$ cat config.mk
export PLATFORM = sky130hd
export DESIGN_NAME = charstring_token_parser_unit
export DESIGN_NICKNAME = d
export VERILOG_FILES = /design/src/hw/rtl/cstp_pkg.sv /design/src/hw/rtl/cstp_front.sv /design/src/hw/rtl/cstp_queue.sv /design/src/hw/rtl/cstp_back.sv /design/src/hw/rtl/charstring_token_parser_unit.sv
export SDC_FILE = /design/constraint.sdc
export NUM_CORES = 1
export LEC_CHECK = 0
export BUFFER_PORTS_ARGS = -buffer_cell sky130_fd_sc_hd__buf_2
export CORE_MARGIN = 2
export CORE_UTILIZATION = 45
export CTS_CLUSTER_DIAMETER = 150
export CTS_CLUSTER_SIZE = 10
export DETAILED_ROUTE_END_ITERATION = 6
export PLACE_DENSITY = 0.67
export SYNTH_ARGS = -nofsm -noshare
export SYNTH_HDL_FRONTEND = slang
export SYNTH_SLANG_ARGS = --single-unit
$ cat constraint.sdc
create_clock -name i_clk -period 13.8 [get_ports i_clk]
set_clock_uncertainty 0.1 [all_clocks]
set_input_delay 1.38 -clock i_clk [delete_from_list [all_inputs] [get_ports i_clk]]
set_output_delay 1.38 -clock i_clk [all_outputs]
set_load 0.02 [all_outputs]
$ cat src/hw/rtl/cstp_pkg.sv
`timescale 1ns / 1ps
package cstp_pkg;

    localparam int MAX_STEMS_DEF = 96;

    localparam int Q_DEPTH = 4;
    localparam int Q_AW    = $clog2(Q_DEPTH);

    localparam int APB_AW  = 4;

    localparam logic [1:0] REG_MASTER_COUNT    = 2'd0;
    localparam logic [1:0] REG_TYPE1_NUMBERS   = 2'd1;
    localparam logic [1:0] REG_STOP_AT_ENDCHAR = 2'd2;

    localparam logic [7:0] OP_HSTEM     = 8'd1;
    localparam logic [7:0] OP_VSTEM     = 8'd3;
    localparam logic [7:0] OP_ESCAPE    = 8'd12;
    localparam logic [7:0] OP_ENDCHAR   = 8'd14;
    localparam logic [7:0] OP_BLEND     = 8'd16;
    localparam logic [7:0] OP_HSTEMHM   = 8'd18;
    localparam logic [7:0] OP_HINTMASK  = 8'd19;
    localparam logic [7:0] OP_CNTRMASK  = 8'd20;
    localparam logic [7:0] OP_VSTEMHM   = 8'd23;
    localparam logic [7:0] OP_SHORTINT  = 8'd28;
    localparam logic [7:0] NUM_SMALL_LO = 8'd32;
    localparam logic [7:0] NUM_SMALL_HI = 8'd246;
    localparam logic [7:0] NUM_BIAS     = 8'd139;
    localparam logic [7:0] NUM_POS_LO   = 8'd247;
    localparam logic [7:0] NUM_NEG_LO   = 8'd251;
    localparam logic [7:0] NUM_LONG     = 8'd255;
    localparam logic [7:0] ESC_MAX      = 8'd38;
    localparam logic [10:0] NUM_OFFSET  = 11'd108;

    typedef enum logic [1:0] {
        PH_START,
        PH_NUM,
        PH_ESC,
        PH_MASK
    } t_phase;

    typedef enum logic [2:0] {
        CLS_SMALL,
        CLS_LEAD,
        CLS_ESC,
        CLS_MASK,
        CLS_BLEND,
        CLS_ENDCHAR,
        CLS_STEM,
        CLS_OTHER
    } t_cls;

    typedef enum logic [2:0] {
        KIND_NUMBER   = 3'd0,
        KIND_OPERATOR = 3'd1,
        KIND_ESCAPED  = 3'd2,
        KIND_MASK     = 3'd3,
        KIND_UNKNOWN  = 3'd4,
        KIND_TRUNC    = 3'd5
    } t_kind;

    typedef struct packed {
        logic [7:0]        data;
        logic              last;
        t_cls              cls;
        logic signed [7:0] small_val;
        logic [2:0]        num_len;
        logic              esc_known;
    } t_cls_item;

endpackage

$ cat src/hw/rtl/cstp_front.sv
`timescale 1ns / 1ps
module cstp_front (
    input  logic                  i_rst_n,
    input  logic                  i_s_tvalid,
    output logic                  o_s_tready,
    input  logic [7:0]            i_s_tdata,   // [7:0] data_byte
    input  logic                  i_s_tlast,   // last_byte
    input  logic                  i_q_full,
    output logic                  o_push,
    output cstp_pkg::t_cls_item   o_item
);
    import cstp_pkg::*;

    logic [7:0] b;

    assign b          = i_s_tdata;
    assign o_s_tready = !i_q_full && i_rst_n;
    assign o_push     = i_s_tvalid && !i_q_full && i_rst_n;

    always_comb begin
        o_item.data      = b;
        o_item.last      = i_s_tlast;
        o_item.small_val = b - NUM_BIAS;
        o_item.esc_known = (b <= ESC_MAX);
        if (b == NUM_LONG) begin
            o_item.num_len = 3'd4;
        end else if (b == OP_SHORTINT) begin
            o_item.num_len = 3'd2;
        end else begin
            o_item.num_len = 3'd1;
        end
        priority if (b >= NUM_SMALL_LO && b <= NUM_SMALL_HI) begin
            o_item.cls = CLS_SMALL;
        end else if (b >= NUM_POS_LO || b == OP_SHORTINT) begin
            o_item.cls = CLS_LEAD;
        end else if (b == OP_ESCAPE) begin
            o_item.cls = CLS_ESC;
        end else if (b == OP_HINTMASK || b == OP_CNTRMASK) begin
            o_item.cls = CLS_MASK;
        end else if (b == OP_BLEND) begin
            o_item.cls = CLS_BLEND;
        end else if (b == OP_ENDCHAR) begin
            o_item.cls = CLS_ENDCHAR;
        end else if (b == OP_HSTEM || b == OP_VSTEM || b == OP_HSTEMHM || b == OP_VSTEMHM) begin
            o_item.cls = CLS_STEM;
        end else begin
            o_item.cls = CLS_OTHER;
        end
    end

endmodule

$ cat src/hw/rtl/cstp_queue.sv
`timescale 1ns / 1ps
module cstp_queue (
    input  logic                  i_clk,
    input  logic                  i_rst_n,
    input  logic                  i_push,
    input  cstp_pkg::t_cls_item   i_item,
    output logic                  o_full,
    output logic                  o_valid,
    input  logic                  i_pop,
    output cstp_pkg::t_cls_item   o_item
);
    import cstp_pkg::*;

    t_cls_item       r_mem [Q_DEPTH];
    logic [Q_AW-1:0] r_wr, n_wr;
    logic [Q_AW-1:0] r_rd, n_rd;
    logic [Q_AW:0]   r_count, n_count;

    assign o_full  = (r_count == (Q_AW+1)'(Q_DEPTH));
    assign o_valid = (r_count != '0);
    assign o_item  = r_mem[r_rd];

    always_comb begin
        n_wr    = i_push ? r_wr + 1'b1 : r_wr;
        n_rd    = i_pop  ? r_rd + 1'b1 : r_rd;
        n_count = r_count + (Q_AW+1)'(i_push) - (Q_AW+1)'(i_pop);
    end

    always_ff @(posedge i_clk) begin
        if (!i_rst_n) begin
            r_wr    <= '0;
            r_rd    <= '0;
            r_count <= '0;
        end else begin
            r_wr    <= n_wr;
            r_rd    <= n_rd;
            r_count <= n_count;
        end
    end

    always_ff @(posedge i_clk) begin
        if (i_push) begin
            r_mem[r_wr] <= i_item;
        end
    end

endmodule

$ cat src/hw/rtl/cstp_back.sv
`timescale 1ns / 1ps
module cstp_back #(
    parameter int MAX_STEMS = cstp_pkg::MAX_STEMS_DEF
) (
    input  logic                  i_clk,
    input  logic                  i_rst_n,
    input  logic                  i_valid,
    input  cstp_pkg::t_cls_item   i_item,
    output logic                  o_pop,
    input  logic [4:0]            i_master_count,
    input  logic                  i_type1_numbers,
    input  logic                  i_stop_at_endchar,
    output logic                  o_m_tvalid,
    input  logic                  i_m_tready,
    output logic [39:0]           o_m_tdata,   // [31:0] token_value, [38:32] stem_count
    output logic [3:0]            o_m_tuser,   // [2:0] token_kind, [3] is_fixed
    output logic                  o_m_tlast    // end_of_glyph
);
    import cstp_pkg::*;

    localparam int STEM_W = $clog2(MAX_STEMS + 1);
    localparam int MASK_N = (MAX_STEMS + 7) / 8;
    localparam int CNT_W  = $clog2(MASK_N + 1);
    localparam int PEND_W = (CNT_W > 3) ? CNT_W : 3;

    t_phase             r_phase, n_phase, w_phase;
    logic [PEND_W-1:0]  r_pend, n_pend, w_pend;
    logic [31:0]        r_coll, n_coll, w_coll;
    logic [7:0]         r_lead, n_lead, w_lead;
    logic [STEM_W-1:0]  r_stems, n_stems, w_stems;
    logic signed [15:0] r_args, n_args, w_args;
    logic signed [7:0]  r_lsn, n_lsn, w_lsn;

    logic               r_out_valid;
    t_kind              r_kind;
    logic [31:0]        r_value;
    logic               r_fixed;
    logic [6:0]         r_stem_out;
    logic               r_end;

    logic               advance;
    logic [7:0]         b;
    logic [31:0]        shift_coll;
    logic [15:0]        stem_sum;
    logic [STEM_W-1:0]  stems_taken;
    logic [STEM_W:0]    stem_plus;
    logic [PEND_W-1:0]  mask_k;
    logic signed [15:0] args_inc;
    logic [4:0]         mm1;
    logic signed [13:0] prod;
    logic signed [17:0] blend_diff;
    logic signed [15:0] args_blend;
    logic               end_glyph;

    logic               res_valid;
    t_kind              res_kind;
    logic [31:0]        res_value;
    logic               res_fixed;
    logic [1:0]         lead_off;
    logic [10:0]        mag;

    assign b       = i_item.data;
    assign advance = !r_out_valid || i_m_tready;
    assign o_pop   = i_valid && advance;

    // stem, argument and blend arithmetic
    always_comb begin
        shift_coll  = {r_coll[23:0], b};
        stem_sum    = 16'(r_stems) + ((r_args > 16'sd0) ? {1'b0, r_args[15:1]} : 16'd0);
        stems_taken = (stem_sum > 16'(MAX_STEMS)) ? STEM_W'(MAX_STEMS) : STEM_W'(stem_sum);
        stem_plus   = {1'b0, stems_taken} + (STEM_W+1)'(7);
        mask_k      = PEND_W'(stem_plus >> 3);
        args_inc    = (r_args != 16'sh7fff) ? r_args + 16'sd1 : r_args;
        mm1         = (i_master_count == 5'd0) ? 5'd0 : i_master_count - 5'd1;
        prod        = r_lsn * $signed({1'b0, mm1});
        blend_diff  = 18'(r_args) - 18'(prod) - 18'sd1;
        if (blend_diff < -18'sd32768) begin
            args_blend = -16'sd32768;
        end else if (blend_diff > 18'sd32767) begin
            args_blend = 16'sh7fff;
        end else begin
            args_blend = 16'(blend_diff);
        end
    end

    // next state
    always_comb begin
        w_phase   = r_phase;
        w_pend    = r_pend;
        w_coll    = r_coll;
        w_lead    = r_lead;
        w_stems   = r_stems;
        w_args    = r_args;
        w_lsn     = r_lsn;
        end_glyph = i_item.last;
        unique case (r_phase)
            PH_START: begin
                unique case (i_item.cls)
                    CLS_SMALL: begin
                        w_lsn  = i_item.small_val;
                        w_args = args_inc;
                    end
                    CLS_LEAD: begin
                        w_lead  = b;
                        w_coll  = '0;
                        w_pend  = PEND_W'(i_item.num_len);
                        w_phase = PH_NUM;
                    end
                    CLS_ESC: begin
                        w_lead  = b;
                        w_phase = PH_ESC;
                    end
                    CLS_MASK: begin
                        w_stems = stems_taken;
                        w_args  = '0;
                        if (mask_k != '0) begin
                            w_lead  = b;
                            w_pend  = mask_k;
                            w_phase = PH_MASK;
                        end
                    end
                    CLS_BLEND: begin
                        w_args = args_blend;
                    end
                    CLS_ENDCHAR: begin
                        end_glyph = i_item.last || i_stop_at_endchar;
                    end
                    CLS_STEM: begin
                        w_stems = stems_taken;
                        w_args  = '0;
                    end
                    CLS_OTHER: begin
                        w_args = '0;
                    end
                    default: begin
                        w_args = '0;
                    end
                endcase
            end
            PH_NUM: begin
                w_coll = shift_coll;
                w_pend = r_pend - 1'b1;
                if (r_pend == PEND_W'(1)) begin
                    w_args  = args_inc;
                    w_phase = PH_START;
                end
            end
            PH_ESC: begin
                w_args  = '0;
                w_phase = PH_START;
            end
            PH_MASK: begin
                if (r_pend != '0) begin
                    w_pend = r_pend - 1'b1;
                end
                if (r_pend <= PEND_W'(1)) begin
                    w_phase = PH_START;
                end
            end
            default: begin
                w_phase = PH_START;
            end
        endcase

        if (end_glyph) begin
            n_phase = PH_START;
            n_pend  = '0;
            n_coll  = '0;
            n_lead  = '0;
            n_stems = '0;
            n_args  = '0;
            n_lsn   = '0;
        end else begin
            n_phase = w_phase;
            n_pend  = w_pend;
            n_coll  = w_coll;
            n_lead  = w_lead;
            n_stems = w_stems;
            n_args  = w_args;
            n_lsn   = w_lsn;
        end
    end

    // result
    always_comb begin
        res_valid = 1'b1;
        res_kind  = KIND_OPERATOR;
        res_value = {24'd0, b};
        res_fixed = 1'b0;
        lead_off  = (r_lead >= NUM_NEG_LO) ? 2'(r_lead - NUM_NEG_LO) : 2'(r_lead - NUM_POS_LO);
        mag       = NUM_OFFSET + {1'b0, lead_off, b};
        unique case (r_phase)
            PH_START: begin
                if (i_item.cls == CLS_LEAD || i_item.cls == CLS_ESC) begin
                    res_valid = 1'b0;
                end else if (i_item.cls == CLS_SMALL) begin
                    res_kind  = KIND_NUMBER;
                    res_value = 32'(i_item.small_val);
                end
            end
            PH_NUM: begin
                res_valid = (r_pend == PEND_W'(1));
                res_kind  = KIND_NUMBER;
                if (r_lead == OP_SHORTINT) begin
                    res_value = {{16{shift_coll[15]}}, shift_coll[15:0]};
                end else if (r_lead == NUM_LONG) begin
                    res_value = shift_coll;
                    res_fixed = !i_type1_numbers;
                end else if (r_lead < NUM_NEG_LO) begin
                    res_value = {21'd0, mag};
                end else begin
                    res_value = -{21'd0, mag};
                end
            end
            PH_ESC: begin
                res_kind = i_item.esc_known ? KIND_ESCAPED : KIND_UNKNOWN;
            end
            PH_MASK: begin
                res_kind = KIND_MASK;
            end
            default: begin
                res_valid = 1'b0;
            end
        endcase
        if (i_item.last && w_phase != PH_START) begin
            res_valid = 1'b1;
            res_kind  = KIND_TRUNC;
            res_value = {24'd0, w_lead};
            res_fixed = 1'b0;
        end
    end

    always_ff @(posedge i_clk) begin
        if (!i_rst_n) begin
            r_phase     <= PH_START;
            r_pend      <= '0;
            r_coll      <= '0;
            r_lead      <= '0;
            r_stems     <= '0;
            r_args      <= '0;
            r_lsn       <= '0;
            r_out_valid <= 1'b0;
        end else begin
            if (o_pop) begin
                r_phase <= n_phase;
                r_pend  <= n_pend;
                r_coll  <= n_coll;
                r_lead  <= n_lead;
                r_stems <= n_stems;
                r_args  <= n_args;
                r_lsn   <= n_lsn;
            end
            if (advance) begin
                r_out_valid <= o_pop && res_valid;
            end
        end
    end

    always_ff @(posedge i_clk) begin
        if (o_pop && res_valid) begin
            r_kind     <= res_kind;
            r_value    <= res_value;
            r_fixed    <= res_fixed;
            r_stem_out <= 7'(w_stems);
            r_end      <= end_glyph;
        end
    end

    assign o_m_tvalid = r_out_valid;
    assign o_m_tdata  = {1'b0, r_stem_out, r_value};
    assign o_m_tuser  = {r_fixed, r_kind};
    assign o_m_tlast  = r_end;

endmodule

$ cat src/hw/rtl/charstring_token_parser_unit.sv
`timescale 1ns / 1ps
// Channel  Dir  Carries                                    Item taken when
// s_*      in   tdata[7:0] byte, tlast final byte          s_tvalid & s_tready
// m_*      out  tdata value/stem count, tuser kind/fixed   m_tvalid & m_tready
// APB      in   master_count, type1_numbers, stop_at_endchar  psel & penable & pwrite
//
// One byte per cycle sustained while the output is not stalled; each byte passes through
// the four-entry queue, then the parser stage and its output register.
// Reset is synchronous; it clears the queue, the parser state and the registers.
// A stalled output holds the parser; the queue keeps taking bytes until full.
module charstring_token_parser_unit #(
    parameter int MAX_STEMS = cstp_pkg::MAX_STEMS_DEF
) (
    input  logic                        i_clk,
    input  logic                        i_rst_n,
    input  logic                        i_s_tvalid,
    output logic                        o_s_tready,
    input  logic [7:0]                  i_s_tdata,   // [7:0] data_byte
    input  logic                        i_s_tlast,   // last_byte
    output logic                        o_m_tvalid,
    input  logic                        i_m_tready,
    output logic [39:0]                 o_m_tdata,   // [31:0] token_value, [38:32] stem_count
    output logic [3:0]                  o_m_tuser,   // [2:0] token_kind, [3] is_fixed
    output logic                        o_m_tlast,   // end_of_glyph
    input  logic                        i_psel,
    input  logic                        i_penable,
    input  logic                        i_pwrite,
    input  logic [cstp_pkg::APB_AW-1:0] i_paddr,
    input  logic [31:0]                 i_pwdata,
    output logic [31:0]                 o_prdata,
    output logic                        o_pready
);
    import cstp_pkg::*;

    logic [4:0] r_masters;
    logic       r_type1;
    logic       r_stop;
    logic       cfg_wr;
    logic [1:0] reg_idx;

    t_cls_item  front_item;
    t_cls_item  q_item;
    logic       push;
    logic       q_full;
    logic       q_valid;
    logic       pop;

    assign o_pready = 1'b1;
    assign reg_idx  = i_paddr[3:2];
    assign cfg_wr   = i_psel && i_penable && i_pwrite;

    always_ff @(posedge i_clk) begin
        if (!i_rst_n) begin
            r_masters <= 5'd1;
            r_type1   <= 1'b0;
            r_stop    <= 1'b0;
        end else if (cfg_wr) begin
            unique case (reg_idx)
                REG_MASTER_COUNT:    r_masters <= i_pwdata[4:0];
                REG_TYPE1_NUMBERS:   r_type1   <= i_pwdata[0];
                REG_STOP_AT_ENDCHAR: r_stop    <= i_pwdata[0];
                default: ;
            endcase
        end
    end

    always_comb begin
        unique case (reg_idx)
            REG_MASTER_COUNT:    o_prdata = {27'd0, r_masters};
            REG_TYPE1_NUMBERS:   o_prdata = {31'd0, r_type1};
            REG_STOP_AT_ENDCHAR: o_prdata = {31'd0, r_stop};
            default:             o_prdata = 32'd0;
        endcase
    end

    cstp_front u_front (
        .i_rst_n    (i_rst_n),
        .i_s_tvalid (i_s_tvalid),
        .o_s_tready (o_s_tready),
        .i_s_tdata  (i_s_tdata),
        .i_s_tlast  (i_s_tlast),
        .i_q_full   (q_full),
        .o_push     (push),
        .o_item     (front_item)
    );

    cstp_queue u_queue (
        .i_clk   (i_clk),
        .i_rst_n (i_rst_n),
        .i_push  (push),
        .i_item  (front_item),
        .o_full  (q_full),
        .o_valid (q_valid),
        .i_pop   (pop),
        .o_item  (q_item)
    );

    cstp_back #(
        .MAX_STEMS (MAX_STEMS)
    ) u_back (
        .i_clk             (i_clk),
        .i_rst_n           (i_rst_n),
        .i_valid           (q_valid),
        .i_item            (q_item),
        .o_pop             (pop),
        .i_master_count    (r_masters),
        .i_type1_numbers   (r_type1),
        .i_stop_at_endchar (r_stop),
        .o_m_tvalid        (o_m_tvalid),
        .i_m_tready        (i_m_tready),
        .o_m_tdata         (o_m_tdata),
        .o_m_tuser         (o_m_tuser),
        .o_m_tlast         (o_m_tlast)
    );

endmodule

==> impl_metrics.py <==
metrics = {
    "clock_network": {
        "clk-insertion-delay-late_ns": 0.54,
        "ctsHtreeMaxLevel": 1,
        "post-cts-setup-buffers": 0,
        "clk_pin_slew_ns": 0.06,
        "numCtsBuffers": 26,
        "cts_tree": "done",
        "cts_resized": 0,
        "ctsHoldBuffers": 0,
        "ctsLongestPathBuffers": 3,
        "cts_root_buf": "clkbuf_16",
        "cts.sink_count": 226,
    },
    "run": {
        "maxCapViolations": 0,
    },
    "synth": {
        "synth-async-reset-ratio": 0,
        "synth_most_common_cell": "edfxtp_1",
        "synthAdderAreaFrac": 0.118,
        "synth.avg_cell_area_um2": 9.93,
        "yosysSeqAreaShare": 0.388,
        "synth_compound_area_frac": 0.165,
        "synthTopCellsByArea": "edfxtp_1 28%, dfxtp_1 11%, fa_1 5.9%, ha_1 5.9%, mux4_2 3.5%",
        "synth_top_area_frac": 0.275,
        "yosysUniqueCellTypes": 99,
        "netlist_area_um2": 15300,
        "synth_mux_area_frac": 0.0500,
        "ys_ff_latch": 226,
        "synthCells": 1537,
        "yosys.area_share.simple": 0.166,
        "ys_dominant_reg_cell": "edfxtp_1",
        "synth-xor-area-share": 0.0445,
        "synth_edf_count": 140,
        "synth_top_family_by_area": "simple AND/OR/NAND/NOR gates",
        "synth_warnings": 0,
        "yosysTopAreaCell": "edfxtp_1",
        "yosys-top-cells-count": "140 x edfxtp_1, 121 x inv_1, 114 x nor2_1, 104 x nand2_1, 86 x dfxtp_1",
    },
    "sta": {
        "fin_tns_setup_ns": 0,
        "finalMaxSlewViolations": 0,
        "fin_crit_sh": 0.522,
        "final.min_clock_period_ns": 7.20,
        "finalHoldViolCount": 0,
        "fmax_mhz": 139,
        "rsz0062_at_grt": "false",
        "worstMarginPinSlew_ns": 1.18,
        "setup_viol": 0,
        "max_slew_margin": 0.207,
    },
    "pwr": {
        "power.switching_mw": 1.59,
        "p_leak_nw": 6.25,
        "power_density_nw_per_um2": 211,
        "comb_power_share": 0.549,
        "seqPwrFrac": 0.273,
        "sw_frac_of_total": 0.455,
        "clockPowerShare": 0.178,
        "ir_drop_mv": 0.109,
        "p_int_mw": 1.91,
    },
    "detailed_routing": {
        "firstDrtPassIters": 6,
        "drtIter0Drc": 829,
        "via_per_inst": 5.60,
        "route.detailed.drc": 0,
        "routedWlPerCell_um": 17.5,
        "vias": 11500,
        "wl_um": 35700,
        "ant_nets": 0,
    },
    "floorplan": {
        "die_h_um": 188,
        "start_util": 0.456,
        "num_io_pins": 132,
        "dieArea_um2": 35400,
        "coreArea_um2": 33400,
        "row_count": 67,
        "dieWidth_um": 188,
    },
    "final_layout": {
        "drive_gt1_frac": 0.128,
        "n_antenna_cell": 0,
        "final_cell_area_um2": 16600,
        "nets": 1749,
        "area_growth_pct": 8.80,
        "fill_cells": 3070,
    },
    "global_routing": {
        "grt_pass1_wl_um": 57100,
        "grt_max_degree": 45,
        "overflow": 0,
        "grt.total_usage": 0.199,
        "antenna_found_initial": 0,
        "first_global_vias": 10800,
    },
    "placement": {
        "dp_hpwl_um": 25700,
        "port_buffers": 73,
        "postPlaceCellArea_um2": 15800,
        "place.gp.congestion": 0.899,
    },
    "worst_setup_path": {
        "crit_fanout": 15,
        "endpoint_kind": "register",
        "cp.required_ns": 14.11,
        "arrival_ns": 7.50,
        "cp-start-kind": "register",
        "crit_type": "reg -> reg",
        "rr_worst_depth": 25,
    },
    "status": {
        "outcome": "complete, no violations",
    },
    "min_path": {
        "min_delay_path_depth": 2,
        "hp-class": "reg -> reg",
    },
}
==> critical path: stages (launching register included) <==
cell and delay [ns]:
dfxtp_1 0.39, inv_1 0.08, ha_1 0.23, nand2_1 0.09
nor2_1 0.04, o21ai_0 0.76, nand2_1 0.24, inv_1 0.14
fa_1 0.46, ha_1 0.30, inv_1 0.05, fa_1 0.52
inv_1 0.05, fa_1 0.53, inv_1 0.04, ha_1 0.37
or2_2 0.32, a31oi_1 0.22, o211a_1 0.21, o21bai_1 0.10
a21oi_2 0.21, xor2_2 0.32, mux2_2 0.40, o21ai_4 0.43
a21oi_2 0.07, o41a_1 0.38
==> logic make-up after synthesis <==
family,after synthesis
AOI/OAI and AO/OA,363
xor gates and xnor gates,75
adders and majority gates,117
buffers and inverters,221
DFF,226
muxes,46
other,2
and+or+nand+nor,487
==> final cells by class <==
cell class	instances	area, µm²	share of cell area
Sequential cell	226	5930	0.357
Clock inverter	1	16.3	0.000980
Multi-Input combinational cell	1117	8440	0.508
Clock buffer	45	743	0.0448
Timing Repair Buffer	85	455	0.0274
Tap cell	448	561	0.0338
Inverter	124	465	0.0280
==> per-layer routing <==
metal	up-vias	global-route usage	wire length (µm)
li1	5505	-	-
met1	5508	0.286	16700
met2	376	0.320	16100
met3	67	0.0236	2050
met4	0	0.0521	907
met5	-	0	0
==> final timing paths <==
path / start / end / slack [ns]
worst min-delay path: u_queue.r_wr[1] / u_queue.r_wr[1] / 0.42
worst max-delay path: r_masters[0] / u_back.r_args[13] / 6.60
worst min register to register: u_queue.r_wr[1] / u_queue.r_wr[1] / 0.42
worst max register to register: r_masters[0] / u_back.r_args[13] / 6.60
==> cells in the final DEF, fill, tap and decap left out, types with 20 or more instances in the layout <==
cell type | netlist | routed
o21ai_1 | 25 | 24
buf_2 | 10 | 73
nand2_1 | 104 | 104
nor2_1 | 114 | 114
nand3_1 | 32 | 32
dfxtp_1 | 86 | 86
xor2_1 | 21 | 21
xnor2_1 | 51 | 51
fa_1 | 45 | 45
inv_1 | 121 | 121
mux4_2 | 24 | 24
nor2b_1 | 78 | 78
and2_1 | 35 | 35
o21ai_0 | 69 | 69
nor3_1 | 29 | 28
conb_1 | 2 | 29
clkbuf_16 | 0 | 27
ha_1 | 72 | 72
a22oi_1 | 42 | 42
mux2i_1 | 20 | 20
a21oi_1 | 71 | 71
edfxtp_1 | 140 | 140
==> state kept, by name, indices dropped and copies added, names as in the netlist, 4 cells and up, named ones only <==
signal	count
u_queue.r_mem	96
u_back.r_lead	8
u_back.r_coll	24
u_back.r_stem_out	7
u_back.r_args	16
u_back.r_lsn	8
u_back.r_pend	4
u_back.r_value	32
u_back.r_stems	7
r_masters	5
==> power by group through the flow <==
stage                     registers (mW)  logic (mW)  clock network (mW)
after floorplan                     1.04        1.37                   0
after global placement             0.961        1.88                   0
after detailed placement           0.967        1.90                   0
after CTS                          0.953        1.91               0.637
after global routing               0.967        2.09               0.667
final                              0.954        1.92               0.623
==> through the flow <==
stage / utilization / instances / setup slack (ns) / hold WS [ns] / power (mW)
floorplan: - / 1564 / 7.80 / 0.369 / 2.42
global placement: 0.474 / 2000 / 6.82 / 0.388 / 2.84
global route: 0.496 / 2046 / 6.11 / 0.462 / 3.73
detailed placement: 0.474 / 2000 / 6.68 / 0.414 / 2.87
finish: 0.496 / 2046 / 6.60 / 0.416 / 3.50
CTS: 0.496 / 2046 / 6.68 / 0.422 / 3.50
(Power assumes the default switching activity.)
